==> config.mk <==
export PLATFORM = sky130hd
export DESIGN_NAME = heartbeat_pulse_detector_unit
export DESIGN_NICKNAME = d
export VERILOG_FILES = /design/src/hpd_pkg.sv /design/src/hpd_div.sv /design/src/hpd_datapath.sv /design/src/hpd_ctrl.sv /design/src/heartbeat_pulse_detector_unit.sv
export SDC_FILE = /design/constraint.sdc
export NUM_CORES = 1
export LEC_CHECK = 0
export ABC_CLOCK_PERIOD_IN_PS = 21900
export BUFFER_PORTS_ARGS = -buffer_cell sky130_fd_sc_hd__buf_2
export CELL_PAD_IN_SITES_DETAIL_PLACEMENT = 0
export CELL_PAD_IN_SITES_GLOBAL_PLACEMENT = 2
export CORE_ASPECT_RATIO = 0.75
export CORE_MARGIN = 5
export CORE_UTILIZATION = 31
export DETAILED_ROUTE_END_ITERATION = 8
export PLACE_DENSITY = 0.64
export SLEW_MARGIN = 20
export SYNTH_ARGS = -nofsm -noshare
export SYNTH_HDL_FRONTEND = slang
export SYNTH_HIERARCHICAL = 1
export SYNTH_SLANG_ARGS = --single-unit
==> constraint.sdc <==
create_clock -name clk_i -period 21.9 [get_ports clk_i]
set_clock_uncertainty 0.05 [all_clocks]
set_input_delay 0 -clock clk_i [delete_from_list [all_inputs] [get_ports clk_i]]
set_output_delay 0 -clock clk_i [all_outputs]
set_load 0.01 [all_outputs]
==> src/hpd_pkg.sv <==
// shared types, constants and reset values of the heartbeat pulse detector
`default_nettype none

package hpd_pkg;

  // fixed field widths
  localparam int unsigned SAMPLE_W   = 10;
  localparam int unsigned LEVEL_W    = 10;
  localparam int unsigned TIME_W     = 13;
  localparam int unsigned PERIOD_W   = 4;
  localparam int unsigned HOLD_W     = 12;
  localparam int unsigned BPM_W      = 16;
  localparam int unsigned CFG_W      = 12;
  localparam int unsigned CFG_ADDR_W = 3;
  localparam int unsigned S_TDATA_W  = 16;
  localparam int unsigned M_TDATA_W  = 56;
  localparam int unsigned M_FIELDS_W = 3 + BPM_W + TIME_W + 2 * LEVEL_W;

  // parameter defaults
  localparam int unsigned HISTORY_DEPTH_DEF = 10;
  localparam int unsigned SAMPLE_BITS_DEF   = 10;

  // reset values of registers and state
  localparam logic [PERIOD_W-1:0] PERIOD_RST   = 4'd2;
  localparam logic [HOLD_W-1:0]   HOLDOFF_RST  = 12'd250;
  localparam logic [HOLD_W-1:0]   TIMEOUT_RST  = 12'd2500;
  localparam logic [LEVEL_W-1:0]  TO_THR_RST   = 10'd520;
  localparam logic [LEVEL_W-1:0]  TO_LVL_RST   = 10'd510;
  localparam logic [TIME_W-1:0]   INTERVAL_RST = 13'd600;
  localparam logic [TIME_W-1:0]   BLANK_RST    = 13'd360;
  localparam logic [LEVEL_W-1:0]  LEVEL_RST    = 10'd500;
  localparam logic [LEVEL_W-1:0]  THR_RST      = 10'd510;
  localparam logic [TIME_W-1:0]   ELAPSED_MAX  = 13'd8191;
  localparam logic [BPM_W-1:0]    BPM_FULL     = 16'd60000;

  // divide by five through a reciprocal, exact for all 13-bit values
  localparam logic [15:0]  RECIP5       = 16'd52429;
  localparam int unsigned  RECIP5_SHIFT = 18;
  localparam int unsigned  QUOT5_W      = 11;
  localparam int unsigned  PROD5_W      = TIME_W + 16;

  // configuration register indexes
  typedef enum logic [CFG_ADDR_W-1:0] {
    CFG_PERIOD  = 3'd0,
    CFG_HOLDOFF = 3'd1,
    CFG_TIMEOUT = 3'd2,
    CFG_TO_THR  = 3'd3,
    CFG_TO_LVL  = 3'd4
  } hpd_cfg_e;

  // commands from the controller to the datapath
  typedef struct packed {
    logic load_sample;
    logic step;
    logic div5;
    logic blank_load;
    logic mean_load;
    logic div_start;
    logic quo_load;
    logic out_load;
  } hpd_cmd_t;

  // status from the datapath to the controller
  typedef struct packed {
    logic beat;
    logic rate_upd;
    logic div_done;
  } hpd_sts_t;

endpackage

`default_nettype wire

==> src/hpd_div.sv <==
// iterative restoring divider, one quotient bit per cycle
`default_nettype none

module hpd_div #(
  parameter int unsigned WIDTH = 17
) (
  input  wire logic             clk_i,
  input  wire logic             rst_ni,
  input  wire logic             start_i,
  input  wire logic [WIDTH-1:0] dividend_i,
  input  wire logic [WIDTH-1:0] divisor_i,
  output logic                  done_o,
  output logic [WIDTH-1:0]      quotient_o
);

  localparam int unsigned CNT_W = $clog2(WIDTH + 1);
  localparam logic [CNT_W-1:0] CNT_FULL = CNT_W'(WIDTH);
  localparam logic [CNT_W-1:0] CNT_ONE  = CNT_W'(1);

  logic             run_q;
  logic             done_q;
  logic [CNT_W-1:0] cnt_q;
  logic [WIDTH-1:0] rem_q;
  logic [WIDTH-1:0] quo_q;
  logic [WIDTH-1:0] dvs_q;
  logic [WIDTH:0]   shifted;
  logic [WIDTH+1:0] diff;

  // trial subtraction of the divisor from the shifted remainder
  assign shifted = {rem_q, quo_q[WIDTH-1]};
  assign diff    = {1'b0, shifted} - {2'b00, dvs_q};

  // control: run counter and done pulse
  always_ff @(posedge clk_i or negedge rst_ni) begin
    if (!rst_ni) begin
      run_q  <= 1'b0;
      done_q <= 1'b0;
      cnt_q  <= '0;
    end else begin
      done_q <= 1'b0;
      if (start_i) begin
        run_q <= 1'b1;
        cnt_q <= CNT_FULL;
      end else if (run_q) begin
        cnt_q <= cnt_q - CNT_ONE;
        if (cnt_q == CNT_ONE) begin
          run_q  <= 1'b0;
          done_q <= 1'b1;
        end
      end
    end
  end

  // datapath: remainder and quotient shift
  always_ff @(posedge clk_i) begin
    if (start_i) begin
      rem_q <= '0;
      quo_q <= dividend_i;
      dvs_q <= divisor_i;
    end else if (run_q) begin
      if (!diff[WIDTH+1]) begin
        rem_q <= diff[WIDTH-1:0];
        quo_q <= {quo_q[WIDTH-2:0], 1'b1};
      end else begin
        rem_q <= shifted[WIDTH-1:0];
        quo_q <= {quo_q[WIDTH-2:0], 1'b0};
      end
    end
  end

  assign done_o     = done_q;
  assign quotient_o = quo_q;

endmodule

`default_nettype wire

==> src/hpd_datapath.sv <==
// datapath: configuration, beat detection state, interval history and rate
`default_nettype none

module hpd_datapath import hpd_pkg::*; #(
  parameter int unsigned HISTORY_DEPTH = HISTORY_DEPTH_DEF,
  parameter int unsigned SAMPLE_BITS   = SAMPLE_BITS_DEF
) (
  input  wire logic                  clk_i,
  input  wire logic                  rst_ni,
  input  wire logic                  cfg_we_i,
  input  wire logic [CFG_ADDR_W-1:0] cfg_addr_i,
  input  wire logic [CFG_W-1:0]      cfg_wdata_i,
  input  wire logic [SAMPLE_W-1:0]   sample_i,
  input  wire hpd_cmd_t              cmd_i,
  output hpd_sts_t                   sts_o,
  output logic [M_TDATA_W-1:0]       m_data_o
);

  localparam int unsigned PTR_W    = $clog2(HISTORY_DEPTH);
  localparam int unsigned SUM_W    = TIME_W + $clog2(HISTORY_DEPTH);
  localparam int unsigned DIV_W    = BPM_W;
  localparam int unsigned USE_BITS = (SAMPLE_BITS < SAMPLE_W) ? SAMPLE_BITS : SAMPLE_W;
  localparam logic [SAMPLE_W-1:0] SAMPLE_MASK = SAMPLE_W'((64'd1 << USE_BITS) - 64'd1);
  localparam logic [PTR_W-1:0]    PTR_LAST    = PTR_W'(HISTORY_DEPTH - 1);
  localparam logic [PTR_W-1:0]    PTR_ONE     = PTR_W'(1);
  localparam logic [SUM_W-1:0]    DEPTH_S     = SUM_W'(HISTORY_DEPTH);

  // history mean through a rounded-up reciprocal of the depth, exact for any sum
  localparam int unsigned RECIPD_SHIFT = SUM_W + $clog2(HISTORY_DEPTH);
  localparam int unsigned RECIPD_W     = SUM_W + 1;
  localparam int unsigned PRODD_W      = SUM_W + RECIPD_W;
  localparam logic [RECIPD_W-1:0] RECIPD =
    RECIPD_W'(((64'd1 << RECIPD_SHIFT) + 64'(HISTORY_DEPTH) - 64'd1) / 64'(HISTORY_DEPTH));

  // configuration registers
  logic [PERIOD_W-1:0] period_q;
  logic [HOLD_W-1:0]   holdoff_q;
  logic [HOLD_W-1:0]   timeout_q;
  logic [LEVEL_W-1:0]  to_thr_q;
  logic [LEVEL_W-1:0]  to_lvl_q;

  // detector state
  logic [LEVEL_W-1:0]  sample_q;
  logic [TIME_W-1:0]   elapsed_q, elapsed_d;
  logic [TIME_W-1:0]   interval_q, interval_d;
  logic [TIME_W-1:0]   blank_q;
  logic [LEVEL_W-1:0]  peak_q, peak_d;
  logic [LEVEL_W-1:0]  trough_q, trough_d;
  logic [LEVEL_W-1:0]  thr_q, thr_d;
  logic [LEVEL_W-1:0]  amp_q, amp_d;
  logic                pulse_q, pulse_d;
  logic                first_q, first_d;
  logic                second_q, second_d;
  logic                beat_q;
  logic                upd_q;
  logic [BPM_W-1:0]    bpm_q;
  logic [TIME_W-1:0]   mean_q;
  logic [QUOT5_W-1:0]  quot5_q;
  logic [M_TDATA_W-1:0] m_data_q;

  // interval history as a ring with a running sum
  logic [TIME_W-1:0]   hist_q [HISTORY_DEPTH];
  logic [PTR_W-1:0]    ptr_q;
  logic [SUM_W-1:0]    sum_q;

  // step logic
  logic [TIME_W:0]     elapsed_sum;
  logic [TIME_W-1:0]   n;
  logic                below, above, past_blank;
  logic [LEVEL_W-1:0]  peak1, trough1, amp_end, thr_end;
  logic                beat, skip, rate_upd, beat_end, timeout;
  logic [SUM_W-1:0]    seed_sum, roll_sum;

  // divider and reciprocals
  logic [DIV_W-1:0]    div_dividend, div_divisor, div_quo;
  logic                div_done;
  logic [PROD5_W-1:0]  prod5;
  logic [PRODD_W-1:0]  prodd;

  // elapsed time with saturation
  assign elapsed_sum = {1'b0, elapsed_q} + (TIME_W + 1)'(period_q);
  assign n = elapsed_sum[TIME_W] ? ELAPSED_MAX : elapsed_sum[TIME_W-1:0];

  // comparisons against threshold and blanking window
  assign below      = sample_q < thr_q;
  assign above      = sample_q > thr_q;
  assign past_blank = n > blank_q;

  assign trough1 = (below && past_blank && (sample_q < trough_q)) ? sample_q : trough_q;
  assign peak1   = (above && (sample_q > peak_q)) ? sample_q : peak_q;

  // beat, discarded first beat, beat end and timeout
  assign beat     = (n > {1'b0, holdoff_q}) && above && !pulse_q && past_blank;
  assign skip     = beat && first_q;
  assign rate_upd = beat && !first_q;
  assign beat_end = !skip && below && pulse_q;
  assign timeout  = !skip && (n > {1'b0, timeout_q});

  assign amp_end = (peak1 >= trough1) ? (peak1 - trough1) : '0;
  assign thr_end = trough1 + (amp_end >> 1);

  // history sums: seeded with a full ring, else oldest out and newest in
  assign seed_sum = SUM_W'(n) * DEPTH_S;
  assign roll_sum = sum_q - SUM_W'(hist_q[ptr_q]) + SUM_W'(n);

  // next state of the detector
  always_comb begin
    elapsed_d  = n;
    interval_d = interval_q;
    pulse_d    = pulse_q;
    first_d    = first_q;
    second_d   = second_q;
    peak_d     = peak1;
    trough_d   = trough1;
    thr_d      = thr_q;
    amp_d      = amp_q;
    if (beat) begin
      pulse_d    = 1'b1;
      interval_d = n;
      elapsed_d  = '0;
      first_d    = 1'b0;
      second_d   = first_q;
    end
    if (beat_end) begin
      pulse_d  = 1'b0;
      amp_d    = amp_end;
      thr_d    = thr_end;
      peak_d   = thr_end;
      trough_d = thr_end;
    end
    if (timeout) begin
      thr_d     = to_thr_q;
      peak_d    = to_lvl_q;
      trough_d  = to_lvl_q;
      elapsed_d = '0;
      first_d   = 1'b1;
      second_d  = 1'b0;
    end
  end

  // configuration writes
  always_ff @(posedge clk_i or negedge rst_ni) begin
    if (!rst_ni) begin
      period_q  <= PERIOD_RST;
      holdoff_q <= HOLDOFF_RST;
      timeout_q <= TIMEOUT_RST;
      to_thr_q  <= TO_THR_RST;
      to_lvl_q  <= TO_LVL_RST;
    end else if (cfg_we_i) begin
      unique case (cfg_addr_i)
        CFG_PERIOD:  period_q  <= cfg_wdata_i[PERIOD_W-1:0];
        CFG_HOLDOFF: holdoff_q <= cfg_wdata_i[HOLD_W-1:0];
        CFG_TIMEOUT: timeout_q <= cfg_wdata_i[HOLD_W-1:0];
        CFG_TO_THR:  to_thr_q  <= cfg_wdata_i[LEVEL_W-1:0];
        CFG_TO_LVL:  to_lvl_q  <= cfg_wdata_i[LEVEL_W-1:0];
        default: ;
      endcase
    end
  end

  // detector state registers
  always_ff @(posedge clk_i or negedge rst_ni) begin
    if (!rst_ni) begin
      elapsed_q  <= '0;
      interval_q <= INTERVAL_RST;
      blank_q    <= BLANK_RST;
      peak_q     <= LEVEL_RST;
      trough_q   <= LEVEL_RST;
      thr_q      <= THR_RST;
      amp_q      <= '0;
      pulse_q    <= 1'b0;
      first_q    <= 1'b1;
      second_q   <= 1'b0;
      beat_q     <= 1'b0;
      upd_q      <= 1'b0;
      bpm_q      <= '0;
      ptr_q      <= '0;
    end else begin
      if (cmd_i.step) begin
        elapsed_q  <= elapsed_d;
        interval_q <= interval_d;
        peak_q     <= peak_d;
        trough_q   <= trough_d;
        thr_q      <= thr_d;
        amp_q      <= amp_d;
        pulse_q    <= pulse_d;
        first_q    <= first_d;
        second_q   <= second_d;
        beat_q     <= beat;
        upd_q      <= rate_upd;
        if (rate_upd && !second_q) begin
          ptr_q <= (ptr_q == PTR_LAST) ? '0 : ptr_q + PTR_ONE;
        end
      end
      if (cmd_i.blank_load) begin
        blank_q <= TIME_W'(quot5_q) + TIME_W'({quot5_q, 1'b0});
      end
      if (cmd_i.quo_load) begin
        bpm_q <= (mean_q == '0) ? BPM_FULL : div_quo[BPM_W-1:0];
      end
    end
  end

  // sample capture, history ring and payload registers
  always_ff @(posedge clk_i) begin
    if (cmd_i.load_sample) begin
      sample_q <= sample_i & SAMPLE_MASK;
    end
    if (cmd_i.step && rate_upd) begin
      if (second_q) begin
        for (int i = 0; i < HISTORY_DEPTH; i++) begin
          hist_q[i] <= n;
        end
        sum_q <= seed_sum;
      end else begin
        hist_q[ptr_q] <= n;
        sum_q         <= roll_sum;
      end
    end
    if (cmd_i.div5) begin
      quot5_q <= prod5[RECIP5_SHIFT +: QUOT5_W];
    end
    if (cmd_i.mean_load) begin
      mean_q <= prodd[RECIPD_SHIFT +: TIME_W];
    end
    if (cmd_i.out_load) begin
      m_data_q <= {(M_TDATA_W - M_FIELDS_W)'(0), amp_q, thr_q, interval_q, bpm_q,
                   upd_q, beat_q, pulse_q};
    end
  end

  // blanking window: interval / 5 by reciprocal, times 3 in the next cycle
  assign prod5 = PROD5_W'(interval_q) * PROD5_W'(RECIP5);

  // history mean: running sum times the depth reciprocal
  assign prodd = PRODD_W'(sum_q) * PRODD_W'(RECIPD);

  // divider forms the rate from the registered mean
  assign div_dividend = DIV_W'(BPM_FULL);
  assign div_divisor  = DIV_W'(mean_q);

  hpd_div #(
    .WIDTH (DIV_W)
  ) u_div (
    .clk_i      (clk_i),
    .rst_ni     (rst_ni),
    .start_i    (cmd_i.div_start),
    .dividend_i (div_dividend),
    .divisor_i  (div_divisor),
    .done_o     (div_done),
    .quotient_o (div_quo)
  );

  assign sts_o.beat     = beat_q;
  assign sts_o.rate_upd = upd_q;
  assign sts_o.div_done = div_done;
  assign m_data_o       = m_data_q;

endmodule

`default_nettype wire

==> src/hpd_ctrl.sv <==
// controller: sequences one sample through step, blanking, mean, divide and output
`default_nettype none

module hpd_ctrl import hpd_pkg::*; (
  input  wire logic     clk_i,
  input  wire logic     rst_ni,
  input  wire logic     s_tvalid_i,
  output logic          s_tready_o,
  output logic          m_tvalid_o,
  input  wire logic     m_tready_i,
  input  wire hpd_sts_t sts_i,
  output hpd_cmd_t      cmd_o
);

  typedef enum logic [3:0] {
    S_IDLE,
    S_STEP,
    S_DECIDE,
    S_DIV5,
    S_BLANK,
    S_MEAN,
    S_BPM_GO,
    S_BPM,
    S_EMIT
  } state_e;

  state_e state_q;
  logic   out_valid_q;

  // commands decoded from the state
  always_comb begin
    cmd_o = '0;
    unique case (state_q)
      S_IDLE:    cmd_o.load_sample = s_tvalid_i;
      S_STEP:    cmd_o.step        = 1'b1;
      S_DECIDE:  ;
      S_DIV5:    cmd_o.div5        = 1'b1;
      S_BLANK:   cmd_o.blank_load  = 1'b1;
      S_MEAN:    cmd_o.mean_load   = 1'b1;
      S_BPM_GO:  cmd_o.div_start   = 1'b1;
      S_BPM:     cmd_o.quo_load    = sts_i.div_done;
      S_EMIT:    cmd_o.out_load    = !out_valid_q || m_tready_i;
      default: ;
    endcase
  end

  // state and output valid
  always_ff @(posedge clk_i or negedge rst_ni) begin
    if (!rst_ni) begin
      state_q     <= S_IDLE;
      out_valid_q <= 1'b0;
    end else begin
      if (cmd_o.out_load) begin
        out_valid_q <= 1'b1;
      end else if (m_tready_i) begin
        out_valid_q <= 1'b0;
      end
      unique case (state_q)
        S_IDLE:    if (s_tvalid_i) state_q <= S_STEP;
        S_STEP:    state_q <= S_DECIDE;
        S_DECIDE:  state_q <= sts_i.beat ? S_DIV5 : S_EMIT;
        S_DIV5:    state_q <= S_BLANK;
        S_BLANK:   state_q <= sts_i.rate_upd ? S_MEAN : S_EMIT;
        S_MEAN:    state_q <= S_BPM_GO;
        S_BPM_GO:  state_q <= S_BPM;
        S_BPM:     if (sts_i.div_done) state_q <= S_EMIT;
        S_EMIT:    if (cmd_o.out_load) state_q <= S_IDLE;
        default:   state_q <= S_IDLE;
      endcase
    end
  end

  assign s_tready_o = (state_q == S_IDLE);
  assign m_tvalid_o = out_valid_q;

  // divider finishes only while a divide is awaited
  a_done_in_wait: assert property (@(posedge clk_i) disable iff (!rst_ni)
    sts_i.div_done |-> (state_q == S_BPM))
    else $error("divider done outside a divide wait");

  // a result is never loaded over one that was not taken
  a_no_overwrite: assert property (@(posedge clk_i) disable iff (!rst_ni)
    cmd_o.out_load |-> (!out_valid_q || m_tready_i))
    else $error("output register overwritten");

  // an accepted beat is always followed by the detector step
  a_step_follows: assert property (@(posedge clk_i) disable iff (!rst_ni)
    (s_tvalid_i && s_tready_o) |=> cmd_o.step)
    else $error("accepted sample not stepped");

endmodule

`default_nettype wire

==> src/heartbeat_pulse_detector_unit.sv <==
// top level of the heartbeat pulse detector: controller plus datapath
//
// Usage: one ADC sample per input beat on the s_axis channel (sample_code in
// s_axis_tdata[9:0]); for every sample exactly one result beat leaves on the
// m_axis channel with beat flag, rate, interval, threshold and amplitude.
// Configuration registers are written through cfg_we_i/cfg_addr_i/cfg_wdata_i
// while no sample is in flight; indexes beyond the register list are ignored.
// A sample without a detected beat passes the detector step and the decision
// on to the output register; a detected beat adds the blanking window (interval
// divided by five through a reciprocal multiply); a beat that updates the rate
// adds the history mean (sum times a reciprocal of the depth) and the bit-serial
// divider that forms 60000 / mean (DIV_W = 16). One sample is worked on at a
// time; the next is taken the cycle after its predecessor has moved to the
// output register.
// A stalled receiver holds the result in the output register; the next sample
// is still accepted and processed, and waits at the end until the register
// is free. Reset restores the register defaults and detector state; the
// interval history has no reset and is seeded on the second beat.
`default_nettype none

module heartbeat_pulse_detector_unit import hpd_pkg::*; #(
  parameter int unsigned HISTORY_DEPTH = HISTORY_DEPTH_DEF,
  parameter int unsigned SAMPLE_BITS   = SAMPLE_BITS_DEF
) (
  input  wire logic                  clk_i,
  input  wire logic                  rst_ni,
  // configuration write port
  input  wire logic                  cfg_we_i,
  input  wire logic [CFG_ADDR_W-1:0] cfg_addr_i,
  input  wire logic [CFG_W-1:0]      cfg_wdata_i,
  // sample input
  input  wire logic                  s_axis_tvalid,
  output logic                       s_axis_tready,
  input  wire logic [S_TDATA_W-1:0]  s_axis_tdata,  // [9:0] sample_code
  // result output
  output logic                       m_axis_tvalid,
  input  wire logic                  m_axis_tready,
  output logic [M_TDATA_W-1:0]       m_axis_tdata   // [0] pulse_active, [1] beat_onset,
                                                    // [2] bpm_updated,
                                                    // [18:3] beats_per_minute,
                                                    // [31:19] interbeat_ms,
                                                    // [41:32] threshold_level,
                                                    // [51:42] amplitude
);

  hpd_cmd_t cmd;
  hpd_sts_t sts;

  hpd_ctrl u_ctrl (
    .clk_i      (clk_i),
    .rst_ni     (rst_ni),
    .s_tvalid_i (s_axis_tvalid),
    .s_tready_o (s_axis_tready),
    .m_tvalid_o (m_axis_tvalid),
    .m_tready_i (m_axis_tready),
    .sts_i      (sts),
    .cmd_o      (cmd)
  );

  hpd_datapath #(
    .HISTORY_DEPTH (HISTORY_DEPTH),
    .SAMPLE_BITS   (SAMPLE_BITS)
  ) u_datapath (
    .clk_i       (clk_i),
    .rst_ni      (rst_ni),
    .cfg_we_i    (cfg_we_i),
    .cfg_addr_i  (cfg_addr_i),
    .cfg_wdata_i (cfg_wdata_i),
    .sample_i    (s_axis_tdata[SAMPLE_W-1:0]),
    .cmd_i       (cmd),
    .sts_o       (sts),
    .m_data_o    (m_axis_tdata)
  );

endmodule

`default_nettype wire

* Yosys cells after proc, flatten, opt, wreduce, memory -nomap -nowiden *
Memories as Yosys holds them, arrays and structs flattened.
Cells that the tools add are included.

storage, ports and cells
  flip-flop bits (word level) = 312
  bits in writable memories = 130
  input bits = 36
  output and inout bits = 58
  word-level logic and storage cells = 167
  memories kept = 1

memory list
  name               depth  bits a word  read ports  clocked after Yosys merged registers in  wr ports  RTL line            text
  u_datapath.hist_q  10     13           1           0                                        10        hpd_datapath.sv:62  logic [TIME_W-1:0] hist_q [HISTORY_DEPTH];

cells by class
  add/subtract/negate cells = 9
  multiply operators = 3
  $lt $le $gt $ge = 8
  eq/ne operators = 17
  muxes and demuxes = 56
  reductions and logical operators = 40

operators with widths
  operator                                              count
  two-way mux 10 bit                                    9
  two-way mux 13 bit                                    4
  one-hot mux 4 bit (9 select lines)                    1
  multiplier 17 x 16 -> 32 bit (second input constant)  1
  two-way mux 16 bit                                    2
  two-way mux 1 bit                                     30
  multiplier 13 x 16 -> 29 bit (second input constant)  1
  two-way mux 4 bit                                     7
  greater-than comparator 13 x 12 -> 1 bit              2
  AND reduction 2 bit                                   11
  greater-than comparator 10 bit                        2
  < comparator 10 bit                                   2
  subtractor 17 x 13 -> 18 bit                          1
  adder 17 x 13 -> 17 bit                               1
  two-way mux 17 bit                                    1
  subtractor 17 x 13 -> 17 bit                          1
  == test 4 x 3 -> 1 bit (second input constant)        4
  multiplier 13 x 3 -> 16 bit (second input constant)   1
  adder 13 x 4 -> 14 bit                                1
  adder 11 x 12 -> 13 bit                               1
  greater-than comparator 13 bit                        1
  logical AND 1 bit                                     13
  zero test 13 bit                                      1
  OR reduction 13 bit                                   1
  other kinds (21)                                      34

* Longest topological paths before layout *
  depth after elaboration = 12
  depth in mapped cells = 42

* Cells and area by module *
The synthesis kept the hierarchy.

modules (own cells, without submodules)
  module        instances  cells an instance  area each (um2)
  hpd_datapath  1          2393               29499.5
  hpd_div       1          284                3084.2
  hpd_ctrl      1          46                 379.1

* Least setup slack after synthesis *
OpenSTA, ideal clock, no wires.

  path type = reg2reg
  from = register u_datapath.period_q[1]
  to = register u_datapath.trough_q[5]
  setup time = 0.083 ns
  arrival time = 8.452 ns
  required time = 21.767 ns
  path slack = 13.315 ns
  stages on the path, launching flop included = 42
  path buffers = 4
  clock period less this slack = 8.585 ns
  cell sequence = dfstp_2 ha_1 a21o_1 a21oi_1 nor2b_1 nor2_1 or3_1 clkbuf_1 o21ai_0 ha_1 a21oi_1 nand2_1 a211oi_1 o211ai_1 nand4bb_1 clkbuf_1 buf_2 buf_1 (+6 left out) nand2_1 mux2_2 o2111ai_1 o21a_1 o21a_2 nand2b_1 inv_1 ha_1 a21o_1 a21oi_1 inv_1 a21oi_1 o21ai_0 mux2_2 nand3_1 xor2_1 nor2_1 o32a_1

between the ends
  elaborated cells on any way between the ends = 22
  classes of those cells = 3 x add/sub; 4 x order compare; 5 x mux; 10 x reduce/logical

RTL lines
  item                                                       RTL line             text
  from (decl)                                                hpd_datapath.sv:36   logic [PERIOD_W-1:0] period_q;
  from (signal assigned)                                     hpd_datapath.sv:151  CFG_PERIOD: period_q <= cfg_wdata_i[PERIOD_W-1:0];
  adder 13 x 4 -> 14 bit *                                   hpd_datapath.sv:81   assign elapsed_sum = {1'b0, elapsed_q} + (TIME_W + 1)'(period_q);
  two-way mux 13 bit *                                       hpd_datapath.sv:82   assign n = elapsed_sum[TIME_W] ? ELAPSED_MAX : elapsed_sum[TIME_W-1:0];
  net u_datapath.n[3]                                        hpd_datapath.sv:68   logic [TIME_W-1:0] n;
  greater-than comparator 13 bit *                           hpd_datapath.sv:87   assign past_blank = n > blank_q;
  logical AND 1 bit * (2 in a row)                           hpd_datapath.sv:89   assign trough1 = (below && past_blank && (sample_q < trough_q)) ? sample_q : trough_q;
  two-way mux 10 bit *                                       hpd_datapath.sv:89
  subtractor 10 bit or >= comparator 10 bit (tied branches)  hpd_datapath.sv:99   assign amp_end = (peak1 >= trough1) ? (peak1 - trough1) : '0;
  two-way mux 10 bit *                                       hpd_datapath.sv:99
  net u_datapath.amp_end[2]                                  hpd_datapath.sv:70   logic [LEVEL_W-1:0] peak1, trough1, amp_end, thr_end;
  adder 10 x 9 -> 10 bit *                                   hpd_datapath.sv:100  assign thr_end = trough1 + (amp_end >> 1);
  two-way mux 10 bit *                                       hpd_datapath.sv:124  if (beat_end) begin
  two-way mux 10 bit *                                       hpd_datapath.sv:131  if (timeout) begin
  to (signal assigned)                                       hpd_datapath.sv:183  trough_q <= trough_d;
  to (decl)                                                  hpd_datapath.sv:48   logic [LEVEL_W-1:0] trough_q, trough_d;

The timed path passes the listed nets; every way through them passes the cells marked *.
A chain may end at the register's enable or synchronous reset.

* Worst setup path in the final report *
  from = register u_datapath.period_q[1]
  to = register u_datapath.trough_q[7]

The elaborated chain is that of the path after synthesis.

==> summary.md <==
| Metric | Value |
|---|---|
| Ys async rst share | 31.36% |
| Final Wtd Congestion | 0.8128 |
| Post-Route Utilization | 35.77% |
| Die W | 386.5 um |
| Startpoint types | flip-flop |
| Ratio of cells with drive above 1 in the final layout | 15.30% |
| Worst-Skew Late Latency | 0.65 ns |
| Hold_sp | s_axis_tdata[2] |
| Gr ovfl total | 0 |
| Placeable Area | 105400 um^2 |
| Hold path endpoint | u_datapath/sample_q[2]$_DFFE_PP_ |
| Initial antenna violation count | 5 |
| Die Area | 113000 um^2 |
| Unique cell type count in the Yosys netlist | 95 |
| CP Max Fanout | 23 |
| Reg2reg start | u_datapath/period_q[1]$_DFFE_PN1P_ |
| Worst Reg-to-Reg Cells | 38 |
| Sink Count | 523 |
| Unrepaired setup endpoints after global routing | false |
| Yosys warns | 6 |
| Total CTS buffers | 54 |
| Post-route ant nets | 0 |
| CP required | 22.45 ns |
| Post-CTS Setup Bufs | 0 |
| Worst min-delay path class | input port to flip-flop |
| 1st-iter DRT viols | 1340 |
| Hpwl dp | 61370 um |
| Via count | 20890 |
| Setup_tns | 0 ns |
| DRT Pass-1 Iters | 7 |
| Maximum clock frequency | 102.5 MHz |
| CTS max path bufs | 3 |
| Leak | 16.39 nW |
| Period utilization | 44.54% |
| Slew HR | 31.08% |
| CTS clk-pin slew, worst paths | 0.06 ns |
| Pwr Total | 4.096 mW |
| Synthesized cell area | 32960 um^2 |
| H-tree levels | 2 |
| DRC Markers | 0 |
| CP arrival | 10.30 ns |
| Reg-to-reg slack, setup | 12.15 ns |
| Die H | 292.4 um |
| # rows | 103 |
| Starting Density | 31.27% |
| Final setup viols | 0 |
| EDFF count, synth | 343 |
| Worst slew pin tran | 1.033 ns |
| Syn Inst Count | 2723 |
| Root buf cell | clkbuf_16 |
| Yosys top cell by area | edfxtp_1 |
| Worst flop-to-flop path endpoint | u_datapath/trough_q[7]$_DFFE_PN1P_ |
| Critical path class | flip-flop to flip-flop |
| Worst hold path depth | 2 |
| Nets | 3451 |
| CP Capture Type | flip-flop |
| Overall Global Routing Usage | 14.84% |
| Drt wl/cell | 19.22 um |
| Synth top area share | 31.25% |
| Area contributors post-synth | edfxtp_1 (31%), ha_1 (14%), fa_1 (9.4%) |
| CTS tree | yes |
| Area Growth Syn to Fin | 14.39% |
| Sequential area share after synthesis | 44.86% |
| CP max stage cell | inv_1 |
| Max Cap Viol | 0 |
| Main synth FF type | edfxtp_1 |
| Largest net degree at the start of global routing | 65 |
| Fin crit period | 9.754 ns |
| I/O pin cnt | 94 |
| Syn Area/Cell | 12.11 um^2 |
| Fin. Hold Viols | 0 |
| Post-cts resize count | 0 |
| Vias in the first global route | 21870 |
| Critical path's largest stage delay | 0.60 ns |
| Pwr Density | 108.6 nW/um^2 |
| Final WL | 83790 um |
| I/O Buffers | 83 |
| Post-DR vias/cell | 4.793 |
| IR drop worst, VDD | 150.5 uV |
| Yosys reg bits | 523 |
| First-pass GRT wire length | 132300 um |
| Final Max Slew Viols | 0 |
| Status | finished, final reports clean |
[through the flow]
stage / hold slack, ns / std cells / setup WS, ns / cell area, um^2
after floorplan: -0.3456 / 2744 / 13.31 / 33040
after global placement: -0.07944 / 4202 / 12.18 / 35250
after detailed placement: -0.07471 / 4202 / 12.07 / 35250
after CTS: 0.003606 / 4358 / 12.05 / 37700
after global routing: 0.03048 / 4359 / 11.34 / 37700
final: 0.04507 / 4359 / 12.15 / 37700
[worst max-delay path by stage]
stage / to / start / slack [ns] / depth (start not counted)
floorplan: u_datapath/trough_q[5]$_DFFE_PN1P_ / u_datapath/period_q[1]$_DFFE_PN1P_ / 13.31 / 41
global placement: u_datapath/trough_q[7]$_DFFE_PN1P_ / u_datapath/period_q[1]$_DFFE_PN1P_ / 12.18 / 38
detailed placement: u_datapath/trough_q[7]$_DFFE_PN1P_ / u_datapath/period_q[1]$_DFFE_PN1P_ / 12.07 / 38
CTS: u_datapath/trough_q[7]$_DFFE_PN1P_ / u_datapath/period_q[1]$_DFFE_PN1P_ / 12.05 / 38
global route: u_datapath/trough_q[7]$_DFFE_PN1P_ / u_datapath/period_q[1]$_DFFE_PN1P_ / 11.34 / 38
finish: u_datapath/trough_q[7]$_DFFE_PN1P_ / u_datapath/period_q[1]$_DFFE_PN1P_ / 12.15 / 38
[power breakdown]
part / internal (mW) / switching, mW
clock: 0.568 / 0.430
sequential: 1.27 / 0.0887
combinational: 0.665 / 1.08
total: 2.50 / 1.60
[layout make-up]
type / instances / area, um^2
fill: 10400 / 67710
timing repair buffer: 179 / 1290
sequential: 523 / 14790
tap: 1417 / 1773
clock buffer: 62 / 1381
antenna: 1 / 2.502
inverter: 384 / 1441
multi-input combinational: 1753 / 16500
clock inverter: 40 / 519.2
[flip-flops by register name, indices dropped and copies added (netlist names), 11 cells and up]
register	count
u_datapath/blank_q	13
u_datapath/bpm_q	16
u_datapath/elapsed_q	13
u_datapath/hist_q	208
u_datapath/holdoff_q	12
u_datapath/interval_q	13
u_datapath/m_data_o	52
u_datapath/mean_q	13
u_datapath/quot5_q	11
u_datapath/sum_q	17
u_datapath/timeout_q	12
u_datapath/u_div/dvs_q	16
u_datapath/u_div/quotient_o	16
u_datapath/u_div/rem_q	16
[Yosys cell counts (all sizes together), types with 23 or more instances]
cell	instances
mux2	61
edfxtp	343
nand3	31
mux4	65
xor2	35
dfrtp	113
nor3	36
nand2	174
buf	25
nor2	132
xnor2	59
o21a	23
ha	365
a21o	40
a21oi	107
clkbuf	59
nor2b	24
inv	382
fa	155
dfstp	51
o21ai	136
[cell families (layout without fill, tap and decap cells)]
| group | Yosys count | in the layout | synth area share (%) |
|---|---|---|---|
| flip-flops | 523 | 523 | 44.86 |
| adder cells (fa/ha/maj) | 520 | 520 | 23.27 |
| AND/OR/NAND/NOR | 508 | 508 | 7.333 |
| buffers and inverters | 468 | 665 | 5.561 |
| AO/OA/AOI/OAI | 465 | 465 | 9.402 |
| multiplexers | 143 | 143 | 7.053 |
| XOR/XNOR | 94 | 94 | 2.498 |
| other | 2 | 24 | 0.02278 |
[cell usage in the layout, fill, tap and decap left out, drive strengths merged, types with 12 or more instances in the layout]
cell type,synthesis,layout
a211oi,17,17
a21o,40,40
a21oi,107,107
a22o,14,14
a31oi,14,14
and3,15,15
buf,25,125
clkbuf,59,63
clkinv,2,23
conb,2,23
dfrtp,113,113
dfstp,51,51
dfxtp,16,16
dlygate4sd3,0,53
edfxtp,343,343
fa,155,155
ha,365,365
inv,382,387
mux2,61,61
mux2i,17,17
mux4,65,65
nand2,174,174
nand2b,16,16
nand3,31,31
nand4,16,16
nor2,132,132
nor2b,24,24
nor3,36,36
o21a,23,23
o21ai,136,136
o22a,14,14
o22ai,14,14
o31ai,12,12
xnor2,59,59
xor2,35,35
[worst max-delay path, delay by kind of cell (launching register included)]
| family | cells | cell delay, ns |
|---|---|---|
| compound gates | 16 | 3.75 |
| simple gates | 9 | 2.09 |
| fa+ha+maj | 5 | 1.36 |
| buf+inv | 5 | 1.11 |
| mux | 2 | 0.60 |
| flops | 1 | 0.56 |
| xor+xnor | 1 | 0.17 |
[metal layers]
metal  up-vias  GRT usage [%]  share of wire [%]
met5         -              0             0.0084
met4         2          2.616                1.5
met3        93          2.363                4.1
met2       349          21.85                 41
met1     10480          23.19                 53
li1       9970              -                  -
[repair_timing]
action	in CTS	in global routing
hold buffers	54	0
endpoints found under the setup margin	0	0
hold endpoints to repair	168	0
(Power assumes the default switching activity.)
